**config.mk**
```make
export PLATFORM = sky130hd
export DESIGN_NAME = tts_ctrl
export DESIGN_NICKNAME = d
export VERILOG_FILES = /design/src/rtl/tts_pkg.sv /design/src/rtl/tts_ctrl.sv
export SDC_FILE = /design/constraint.sdc
export NUM_CORES = 1
export LEC_CHECK = 0
export ABC_AREA = 0
export CORE_MARGIN = 3
export CORE_UTILIZATION = 40
export DETAILED_ROUTE_END_ITERATION = 10
export DONT_BUFFER_PORTS = 1
export SYNTH_ARGS = -nofsm -noshare
export SYNTH_HDL_FRONTEND = slang
export SYNTH_SLANG_ARGS = --single-unit
```
**constraint.sdc**
```tcl
create_clock -name clk -period 2.9 [get_ports clk]
set_clock_uncertainty 0.05 [all_clocks]
set_input_delay 0.145 -clock clk [delete_from_list [all_inputs] [get_ports clk]]
set_output_delay 0.145 -clock clk [all_outputs]
set_load 0.01 [all_outputs]
```
**src/rtl/tts_pkg.sv**
```systemverilog
package tts_pkg;

  localparam int MAX_ROWS  = 64;
  localparam int FRAC_BITS = 16;
  localparam int DATA_W    = 32;
  localparam int ADDR_W    = $clog2(MAX_ROWS);
  localparam int CNT_W     = $clog2(MAX_ROWS + 1);
  localparam int PROD_W    = 2 * DATA_W;
  localparam int NUM_W     = PROD_W + 1 - FRAC_BITS;
  localparam int DVD_W     = NUM_W + FRAC_BITS;
  localparam int QUO_W     = DATA_W + 1;
  localparam int FLAG_ZERO = 0;
  localparam int FLAG_SAT  = 1;

  typedef enum logic [1:0] {
    ST_OK   = 2'd0,
    ST_FEW  = 2'd1,
    ST_ZERO = 2'd2,
    ST_SAT  = 2'd3
  } status_code_t;

  typedef struct packed {
    logic              load;
    logic              first;
    logic              div_fwd;
    logic              div_bk;
    logic              m_take;
    logic              mul_up;
    logic              piv_wr;
    logic              mul_rhs;
    logic              rhs_wr;
    logic              rd;
    logic              bk_mul;
    logic              bk_first;
    logic              emit;
    logic              emit_err;
    logic              emit_last;
    logic              clr;
    logic [ADDR_W-1:0] addr;
  } cmd_t;

  typedef struct packed {
    logic div_done;
    logic div_busy;
  } dp_status_t;

  function automatic logic [DATA_W:0] sat_num(input logic signed [NUM_W-1:0] v);
    logic [NUM_W-DATA_W:0] hi;
    hi = v[NUM_W-1:DATA_W-1];
    if (hi == '0 || hi == '1) begin
      return {1'b0, v[DATA_W-1:0]};
    end else if (v[NUM_W-1]) begin
      return {1'b1, 1'b1, {(DATA_W-1){1'b0}}};
    end else begin
      return {1'b1, 1'b0, {(DATA_W-1){1'b1}}};
    end
  endfunction

  function automatic status_code_t status_of(input logic [1:0] flags);
    if (flags[FLAG_ZERO]) begin
      return ST_ZERO;
    end else if (flags[FLAG_SAT]) begin
      return ST_SAT;
    end else begin
      return ST_OK;
    end
  endfunction

endpackage

```
**src/rtl/tts_ctrl.sv**
```systemverilog
module tts_ctrl (
  input  logic                clk,
  input  logic                rst_n,
  input  logic                start,
  input  logic                in_last_row,
  output logic                busy,
  output tts_pkg::cmd_t       cmd,
  input  tts_pkg::dp_status_t st
);
  import tts_pkg::*;

  typedef enum logic [3:0] {
    S_IDLE, S_FIRST, S_FDIV, S_FWAIT, S_MULA, S_PIVW, S_MULB, S_RHSW,
    S_CHECK, S_ERR, S_BREAD, S_BMUL, S_BDIV, S_BWAIT
  } state_t;

  state_t            state_r, state_nxt;
  logic [CNT_W-1:0]  cnt_r, cnt_nxt;
  logic [ADDR_W-1:0] idx_r, idx_nxt;
  logic              last_r, last_nxt;
  logic              accept;

  assign accept = start && (state_r == S_IDLE);
  assign busy   = (state_r != S_IDLE);

  always_comb begin
    state_nxt = state_r;
    cnt_nxt   = cnt_r;
    idx_nxt   = idx_r;
    last_nxt  = last_r;
    cmd       = '0;
    cmd.addr  = idx_r;
    unique case (state_r)
      S_IDLE: begin
        cmd.addr = cnt_r[ADDR_W-1:0];
        if (accept) begin
          cmd.load  = 1'b1;
          idx_nxt   = cnt_r[ADDR_W-1:0];
          cnt_nxt   = cnt_r + 1'b1;
          last_nxt  = in_last_row;
          state_nxt = (cnt_r == '0) ? S_FIRST : S_FDIV;
        end
      end
      S_FIRST: begin
        cmd.first = 1'b1;
        state_nxt = S_CHECK;
      end
      S_FDIV: begin
        cmd.div_fwd = 1'b1;
        state_nxt   = S_FWAIT;
      end
      S_FWAIT: begin
        if (st.div_done) begin
          cmd.m_take = 1'b1;
          state_nxt  = S_MULA;
        end
      end
      S_MULA: begin
        cmd.mul_up = 1'b1;
        state_nxt  = S_PIVW;
      end
      S_PIVW: begin
        cmd.piv_wr = 1'b1;
        state_nxt  = S_MULB;
      end
      S_MULB: begin
        cmd.mul_rhs = 1'b1;
        state_nxt   = S_RHSW;
      end
      S_RHSW: begin
        cmd.rhs_wr = 1'b1;
        state_nxt  = S_CHECK;
      end
      S_CHECK: begin
        if (!(last_r || cnt_r >= CNT_W'(MAX_ROWS))) begin
          state_nxt = S_IDLE;
        end else if (cnt_r < CNT_W'(2)) begin
          state_nxt = S_ERR;
        end else begin
          idx_nxt   = ADDR_W'(cnt_r - 1'b1);
          state_nxt = S_BREAD;
        end
      end
      S_ERR: begin
        cmd.emit_err = 1'b1;
        cmd.clr      = 1'b1;
        cnt_nxt      = '0;
        state_nxt    = S_IDLE;
      end
      S_BREAD: begin
        cmd.rd    = 1'b1;
        state_nxt = S_BMUL;
      end
      S_BMUL: begin
        cmd.bk_mul   = 1'b1;
        cmd.bk_first = ({1'b0, idx_r} == CNT_W'(cnt_r - 1'b1));
        state_nxt    = S_BDIV;
      end
      S_BDIV: begin
        cmd.div_bk = 1'b1;
        state_nxt  = S_BWAIT;
      end
      S_BWAIT: begin
        if (st.div_done) begin
          cmd.emit      = 1'b1;
          cmd.emit_last = (idx_r == '0);
          if (idx_r == '0) begin
            cmd.clr   = 1'b1;
            cnt_nxt   = '0;
            state_nxt = S_IDLE;
          end else begin
            idx_nxt   = idx_r - 1'b1;
            state_nxt = S_BREAD;
          end
        end
      end
      default: state_nxt = S_IDLE;
    endcase
  end

  always_ff @(posedge clk) begin
    if (!rst_n) begin
      state_r <= S_IDLE;
      cnt_r   <= '0;
      idx_r   <= '0;
      last_r  <= 1'b0;
    end else begin
      state_r <= state_nxt;
      cnt_r   <= cnt_nxt;
      idx_r   <= idx_nxt;
      last_r  <= last_nxt;
    end
  end

  a_idle_div_quiet: assert property (@(posedge clk) disable iff (!rst_n)
    (state_r == S_IDLE) |-> !st.div_busy)
    else $error("divider busy while idle");

  a_accept_busy: assert property (@(posedge clk) disable iff (!rst_n)
    accept |=> (state_r != S_IDLE))
    else $error("no work after transfer");

  a_idle_count: assert property (@(posedge clk) disable iff (!rst_n)
    (state_r == S_IDLE) |-> (cnt_r < CNT_W'(MAX_ROWS)))
    else $error("row count at capacity while idle");

  a_solve_end: assert property (@(posedge clk) disable iff (!rst_n)
    (cmd.emit && cmd.emit_last) |=> (state_r == S_IDLE && cnt_r == '0))
    else $error("solve did not end after last result");

endmodule

```
After elaboration in Yosys (flattened, before gate mapping)
Index checks and enable logic that the tools add are counted.
{"block": "classes", "n_mul": 0, "n_bitwise": 0, "div": 0, "n_reduce_logical": 13, "n_lt_le_gt_ge": 2, "shift": 0, "add_sub_neg": 3, "n_eq_ne": 21, "muxes": 38}
{"op": "$pmux W4 S12", "count": 1}
{"op": "$mux W6", "count": 6}
{"op": "$eq A4 B4 Y1 const B", "count": 6}
{"op": "$mux W7", "count": 3}
{"op": "$pmux W7 S3", "count": 1}
{"op": "$mux W4", "count": 5}
{"op": "$pmux W6 S3", "count": 1}
{"op": "$eq A4 B3 Y1 const B", "count": 4}
{"op": "$mux W1", "count": 16}
{"op": "$ne A2 B2 Y1 const B", "count": 7}
{"op": "$eq A4 B2 Y1 const B", "count": 2}
{"op": "$mux W2", "count": 4}
{"op": "$add A7 B1 Y7 const B", "count": 1}
{"op": "$eq A6 B7 Y1", "count": 1}
{"op": "$ge A7 B7 Y1 const B", "count": 1}
{"op": "$logic_not A7 Y1", "count": 1}
{"op": "$lt A7 B2 Y1 const B", "count": 1}
{"op": "$sub A7 B1 Y7 const B", "count": 1}
{"op": "$logic_not A6 Y1", "count": 1}
{"op": "$reduce_and A6 Y1", "count": 1}
{"op": "$reduce_bool A3 Y1", "count": 2}
{"op": "$sub A6 B1 Y6 const B", "count": 1}
{"op": "$eq A4 B1 Y1 const B", "count": 1}
{"op": "$logic_not A4 Y1", "count": 1}
{"op": "8 further kinds", "count": 8}
{"block": "totals", "rom_bits": 0, "n_memories": 0, "elab_cells": 81, "latch_bits": 0, "ramBits": 0, "out_inout_bits": 23, "register_bits": 18}

Depth between registers and ports, before layout
Gate-level depths: netlist of the first run.
{"block": "logic_depth", "ltp_word": 4, "ltp_mapped": 9, "mapped_depth_nobuf": 7}

Least setup slack after synthesis of the first run
No wires, ideal clock.
{"block": "synth_timing", "path_type": "register to output", "from": "register cnt_r[0]", "to": "output cmd[10] (netlist name)", "t_arrival_ps": 1978, "t_required_ps": 2705, "path_buffers": 2, "path_slack_ps": 727, "stages_incl_launch_ff": 10, "path_cell_list": "dfxtp_1 > clkbuf_1 > inv_1 > ha_1 > or3b_1 > clkbuf_1 > nor2_1 > xor2_1 > or3_1 > a21oi_1"}
{"element": "start: declaration", "line_no": "tts_ctrl.sv:18", "rtl": "logic [CNT_W-1:0] cnt_r, cnt_nxt;"}
{"element": "start signal: assignment", "line_no": "tts_ctrl.sv:129", "rtl": "cnt_r <= cnt_nxt;"}
{"element": "end: declaration", "line_no": "tts_ctrl.sv:7", "rtl": "output tts_pkg::cmd_t cmd,"}

==> impl_metrics.env, run 1 <==
export IMPL_drive_gt1_share_pct=11.57
export IMPL_gp_congestion=0.8420
export IMPL_path_clk_slew_ns=0.07
export IMPL_critPathRequiredTime_ns=2.71
export IMPL_swShare_pct=51.35
export IMPL_cts_root_buf="clkbuf_8"
export IMPL_whs_path_depth=2
export IMPL_min_path_type="in2reg"
export IMPL_avgSynthCellArea_um2=7.269
export IMPL_dr_total_vias=1556
export IMPL_dp_final_hpwl_mm=3.223
export IMPL_power_frac_clock_pct=9.7
export IMPL_fin_setup_tns_ns=0
export IMPL_tightest_slew_ns=0.7211
export IMPL_internal_power_w=0.0008905
export IMPL_port_buffers=0
export IMPL_worstSetupStartpointType="register"
export IMPL_antenna_left=0
export IMPL_p_comb_share_pct=64.9
export IMPL_initial_core_util_pct=43.25
export IMPL_worstSetupPathDepth=7
export IMPL_clk_latency_ns=0.25
export IMPL_cts_buffers=3
export IMPL_synth_seq_cells=18
export IMPL_synth_top_area_share_pct=21.93
export IMPL_clockBufferDepth=2
export IMPL_grt_overflow_total=0
export IMPL_h_tree_depth=1
export IMPL_hold_viol_final=0
export IMPL_track_usage_pct=18.23
export IMPL_status="completed"
export IMPL_finalMaxSlewViolations=0
export IMPL_vias_per_cell=5.894
export IMPL_ir_worst_vdd_v=0.0004662
export IMPL_row_count=22
export IMPL_grt_pass1_vias=1469
export IMPL_syn_to_final_growth_pct=4.037
export IMPL_fillers=407
export IMPL_cts_sinks=18
export IMPL_yosysTopAreaCell="dfxtp_1"
export IMPL_synth_main_ff_cell="dfxtp_1"
export IMPL_ys_warn_count=0
export IMPL_cts_setup_buffers=0
export IMPL_power_frac_seq_pct=25.5
export IMPL_synth_area_mm2=0.001643
export IMPL_worst_path_buf_inv=1
export IMPL_die_h_um=70.09
export IMPL_max_stage_delay_ns=0.46
export IMPL_switchingPower_w=0.0009399
export IMPL_die_w_um=70.09
export IMPL_grt_first_pass_wirelength_mm=7.369
export IMPL_synth_area_leaders="dfxtp_1, nor2_1, xnor2_1"
export IMPL_antenna_cells=0
export IMPL_fmax_mhz=404.2
export IMPL_synth_cell_types=55
export IMPL_relSlewSlack_pct=51.86
export IMPL_cp_slowest_cell="or3b_1"
export IMPL_synth_fp_nets=235
export IMPL_hold_worst_slack_ns=0.05936
export IMPL_core_area_mm2=0.003799
export IMPL_path_class="reg2out"
export IMPL_num_io_pins=29
export IMPL_min_period_ns=2.474
export IMPL_fin_crit_sh_pct=85.31
export IMPL_async_reset_ff_share_pct=0
export IMPL_grt_start_max_net_pins=23
export IMPL_multi_input_area_mm2=0.001137
export IMPL_die_area_mm2=0.004912
export IMPL_synth_edff_count=0
export IMPL_critPathMaxFanout=10
export IMPL_wl_per_cell_um=16.29
export IMPL_antenna_found_initial=0
export IMPL_regArea_um2=360.3
export IMPL_setup_viol=0
export IMPL_end_kind="output port"
export IMPL_synthCells=226
export IMPL_first_pass_iters=4
export IMPL_critPathTopFamily="simple AND/OR/NAND/NOR gates"
export IMPL_cts_tree="done"
export IMPL_grt_setup_unrepaired="no"
export IMPL_fin_nets=227
export IMPL_seq_area_frac_synth_pct=21.93
export IMPL_critical_path_cell_chain="inv_1 > ha_1 > or3b_1 > nor2_1 > xor2_1 > or3_1 > a21oi_1"
export IMPL_leakage_nw=0.6225
export IMPL_maxCapViolations=0
export IMPL_drc=0
export IMPL_drt_total_wl_mm=4.301
export IMPL_arrival_ns=2.28
export IMPL_drt_first_iter_violations=108
export IMPL_power_density_mw_per_mm2=1071
export IMPL_reg2regPathDepth=5
[cells by family (layout without fill, tap and decap cells)]
family          after synthesis  after routing  share of synthesized area (%)
simple gates                 93             93                          30.08
compound gates               58             58                          24.98
buf+inv                      33             23                          8.834
flops                        18             18                          21.93
xor+xnor                     16             16                          8.530
mux                           5              5                          3.351
fa+ha+maj                     3              3                          2.285
[synthesized netlist by cell type, drive strengths merged (10+ instances only)]
cell    count
inv        11
a21oi      13
buf        10
o21ai      11
clkbuf     11
nor2       31
xnor2      10
dfxtp      18
nand2      21
[power groups by stage]
stage	clock [W]	sequential (W)	combinational [W]
after global placement	0	0.000471	0.00117
after CTS	0.000186	0.000464	0.00118
after detailed placement	0	0.000470	0.00117
after floorplan	0	0.000354	0.00109
final	0.000177	0.000466	0.00119
after global routing	0.000194	0.000486	0.00132
[sequential cells by signal (all words and copies together), names as in the netlist]
name,cells
cnt_r,7
idx_r,6
last_r,1
state_r,4
[repair_timing]
action | in CTS | in global routing
hold buffers | 2 | 0
hold endpoints to repair | 5 | 0
resized for setup | 0 | 0
[path summary, 6_finish.rpt]
check | from | endpoint | slack (ns)
hold reg to reg | last_r$_SDFFE_PN0P_ | last_r$_SDFFE_PN0P_ | 0.46
hold / removal | st[1] | state_r[1]$_SDFFE_PN0P_ | 0.06
setup reg to reg | state_r[1]$_SDFFE_PN0P_ | cnt_r[2]$_SDFFE_PN0P_ | 0.63
setup / recovery | cnt_r[0]$_SDFFE_PN0P_ | cmd[10] | 0.43
[area by class of cell]
class	instances	share of cell area [%]
repair buffers	8	3.807
multi-input cells	175	66.54
inverters	12	2.635
flip-flops and latches	18	21.08
well taps	48	3.514
clock buffers	3	2.416
[metrics by stage]
| step | instance area [µm²] | total power [W] | setup slack (ns) | utilization (%) | cells |
|---|---|---|---|---|---|
| 6_report | 1709 | 0.001830 | 0.4259 | 44.99 | 264 |
| 2_1_floorplan | 1643 | 0.001447 | 0.7268 | - | 226 |
| 3_3_place_gp | 1648 | 0.001638 | 0.6466 | 43.38 | 259 |
| 3_5_place_dp | 1648 | 0.001644 | 0.6686 | 43.38 | 259 |
| 4_1_cts | 1709 | 0.001831 | 0.4187 | 44.99 | 264 |
| 5_1_grt | 1709 | 0.002000 | 0.2788 | 44.99 | 264 |
[placed cells by master (no fill, tap or decap), types with 2 or more instances in the layout]
master         instances
nor2_1                28
nand2_1               21
dfxtp_1               18
a21oi_1               12
inv_1                 11
o21ai_0               11
xnor2_1               10
nor3_1                 6
xor2_1                 6
a31oi_1                6
nand3_1                6
buf_4                  6
mux2_2                 4
nor4_1                 4
a211oi_2               4
nor3b_1                3
o31ai_1                3
a221oi_1               3
nor2_2                 3
ha_1                   3
clkbuf_8               3
nand3b_1               2
nand2b_1               2
nand4b_1               2
and2_1                 2
nand4_1                2
a211o_1                2
o2bb2ai_1              2
or4_1                  2
o211ai_1               2
o22ai_1                2
a211oi_1               2
dlygate4sd3_1          2
[worst reg2reg max path, cell delays in order (launching register included)]
cell,delay [ns]
dfxtp_1,0.54
nor4_2,0.70
a21boi_0,0.37
nor3b_1,0.31
xnor2_1,0.15
nor2_1,0.05
[layer usage]
metal	track usage (%)	routed length, µm	vias to the layer above	share of wire (%)
met5	0	0	-	0
met4	5.532	70	0	1.6
met3	2.446	135	7	3.1
met2	28.02	1948	33	45
met1	26.26	2148	731	50
li1	-	-	785	-
Power figures use the tool's default switching activity.
==> run 2: changes to the inputs <==
GPL_TIMING_DRIVEN = 0   (was unset)
==> run 2 against run 1 <==
Sequential power is 23% lower. Critical path depth is 2 higher. Sequential share of layout area is 0.82 points lower. Combinational power is 12% higher. Highest routed layer unchanged. Non-clock buffer count is 15 higher. Largest power group unchanged. Via count is 5.1% higher. Clock power is 21% higher.
==> impl_metrics.env, run 2 (same netlist as run 1, synthesis figures left out) <==
export IMPL_drive_gt1_share_pct=11.64
export IMPL_dpl_worst_slack_ns=0.4952
export IMPL_grt_pass1_vias=1517
export IMPL_r2r_slack_ns=0.51
export IMPL_gp_congestion=0.8755
export IMPL_min_period_ns=2.686
export IMPL_cts_tree="done"
export IMPL_wl_per_cell_um=15.49
export IMPL_cp_slowest_cell="dfxtp_1"
export IMPL_worst_path_buf_inv=3
export IMPL_critPathMaxFanout=9
export IMPL_cts_sinks=18
export IMPL_syn_to_final_growth_pct=8.226
export IMPL_place_inst=274
export IMPL_mostFrequentLayoutCells="nor2_1, nand2_1, dfxtp_1"
export IMPL_place_area_mm2=0.001703
export IMPL_max_stage_delay_ns=0.33
export IMPL_clk_latency_ns=0.26
export IMPL_antenna_found_initial=0
export IMPL_leakage_nw=0.6533
export IMPL_finalMaxSlewViolations=0
export IMPL_fmax_mhz=372.3
export IMPL_largest_reg_flops=7
export IMPL_grt_first_pass_wirelength_mm=7.396
export IMPL_status="completed"
export IMPL_fin_crit_sh_pct=92.63
export IMPL_num_io_pins=29
export IMPL_antenna_left=0
export IMPL_tightest_slew_ns=0.5730
export IMPL_cts_root_buf="clkbuf_8"
export IMPL_mostFrequentLayoutCell="nor2_1"
export IMPL_drt_first_iter_violations=118
export IMPL_die_h_um=70.09
export IMPL_min_path_type="in2reg"
export IMPL_ir_worst_vdd_v=0.0004705
export IMPL_hold_viol_final=0
export IMPL_setup_slack_ns=0.2137
export IMPL_arrival_ns=2.49
export IMPL_regMostFlops="cnt_r"
export IMPL_relSlewSlack_pct=61.62
export IMPL_path_clk_slew_ns=0.08
export IMPL_post_route_util_pct=46.81
export IMPL_setup_viol=0
export IMPL_port_buffers=0
export IMPL_grt_overflow_total=0
export IMPL_dr_total_vias=1636
export IMPL_cts_buffers=3
export IMPL_grt_start_max_net_pins=11
export IMPL_stdcell_area_mm2=0.001778
export IMPL_die_area_mm2=0.004912
export IMPL_fin_setup_tns_ns=0
export IMPL_drc=0
export IMPL_h_tree_depth=1
export IMPL_path_common_cell="clkbuf_1"
export IMPL_end_kind="output port"
export IMPL_row_count=22
export IMPL_critPathTopFamily="buffers and inverters"
export IMPL_maxCapViolations=0
export IMPL_dp_final_hpwl_mm=3.293
export IMPL_die_w_um=70.09
export IMPL_worstSetupStartpointType="register"
export IMPL_antenna_cells=0
export IMPL_clockBufferDepth=2
export IMPL_largestRegisters="cnt_r: 7 flops, idx_r: 6 flops, state_r: 4 flops"
export IMPL_critical_path_cell_chain="clkbuf_1 > inv_1 > ha_1 > or3b_1 > clkbuf_1 > nor2_1 > xor2_1 > or3_1 > a21oi_1"
export IMPL_initial_core_util_pct=43.25
export IMPL_drt_total_wl_mm=4.336
export IMPL_power_density_mw_per_mm2=1069
export IMPL_vias_per_cell=5.843
export IMPL_cts_setup_buffers=0
export IMPL_layout_cells_non_filler=280
export IMPL_first_pass_iters=4
export IMPL_fin_nets=242
export IMPL_track_usage_pct=18.26
export IMPL_core_area_mm2=0.003799
export IMPL_grt_setup_unrepaired="no"
export IMPL_critPathRequiredTime_ns=2.71
export IMPL_path_class="reg2out"
-- run 2: cell count changes in the layout (fill, tap and decap cells not counted), sizes merged --
cell / delta
clkbuf: +12
buf: +4
-- run 2: routing by layer --
metal / wire length (µm) / part of all wire [%] / GRT usage [%]
met1: 2098 / 48 / 27.24
met2: 1962 / 45 / 26.86
met3: 179 / 4.1 / 1.871
met4: 95 / 2.2 / 6.596
met5: 0 / 0 / 0
-- run 2: where the power goes --
part / switching (W) / internal [W]
Sequential: 0.0000494 / 0.000312
Combinational: 0.000819 / 0.000506
Clock: 0.0000943 / 0.000121
-- run 2: cell type report --
| class | count | area, µm² |
|---|---|---|
| Fill cell | 387 | 2021 |
| Multi-Input combinational cell | 175 | 1137 |
| Sequential cell | 18 | 360.3 |
| Buffer | 21 | 100.1 |
| Tap cell | 48 | 60.06 |
| Clock buffer | 4 | 55.05 |
| Inverter | 12 | 45.04 |
| Timing Repair Buffer | 2 | 20.02 |
-- run 2: stage by stage --
| stage | power [W] | hold WS [ns] |
|---|---|---|
| finish | 0.001901 | 0.03308 |
| floorplan | 0.001447 | 0.2111 |
| global placement | 0.001669 | 0.2167 |
| global route | 0.002072 | 0.03260 |
| detailed placement | 0.001677 | 0.2205 |
| CTS | 0.001898 | 0.03021 |
-- run 2: worst register-to-register path, delay by kind of cell, from the launching register on --
family	cells	cell delay [ns]
adder cells (fa/ha/maj)	1	0.24
buffers and inverters	3	0.50
AND/OR/NAND/NOR	2	0.68
AO/OA/AOI/OAI	3	0.50
flip-flops	1	0.31
-- run 2: path summary, 6_finish.rpt --
kind / cells past startpoint / from / to
min: 2 / rst_n / state_r[1]$_SDFFE_PN0P_
max reg2reg: 9 / cnt_r[0]$_SDFFE_PN0P_ / state_r[1]$_SDFFE_PN0P_
min reg2reg: 2 / last_r$_SDFFE_PN0P_ / last_r$_SDFFE_PN0P_
max: 9 / cnt_r[0]$_SDFFE_PN0P_ / cmd[10]
-- run 2: what timing repair did --
| item | 4_1_cts | 5_1_grt |
|---|---|---|
| gates resized for setup | 0 | 0 |
| endpoints found under the hold margin | 5 | 0 |
| hold buffers | 2 | 0 |
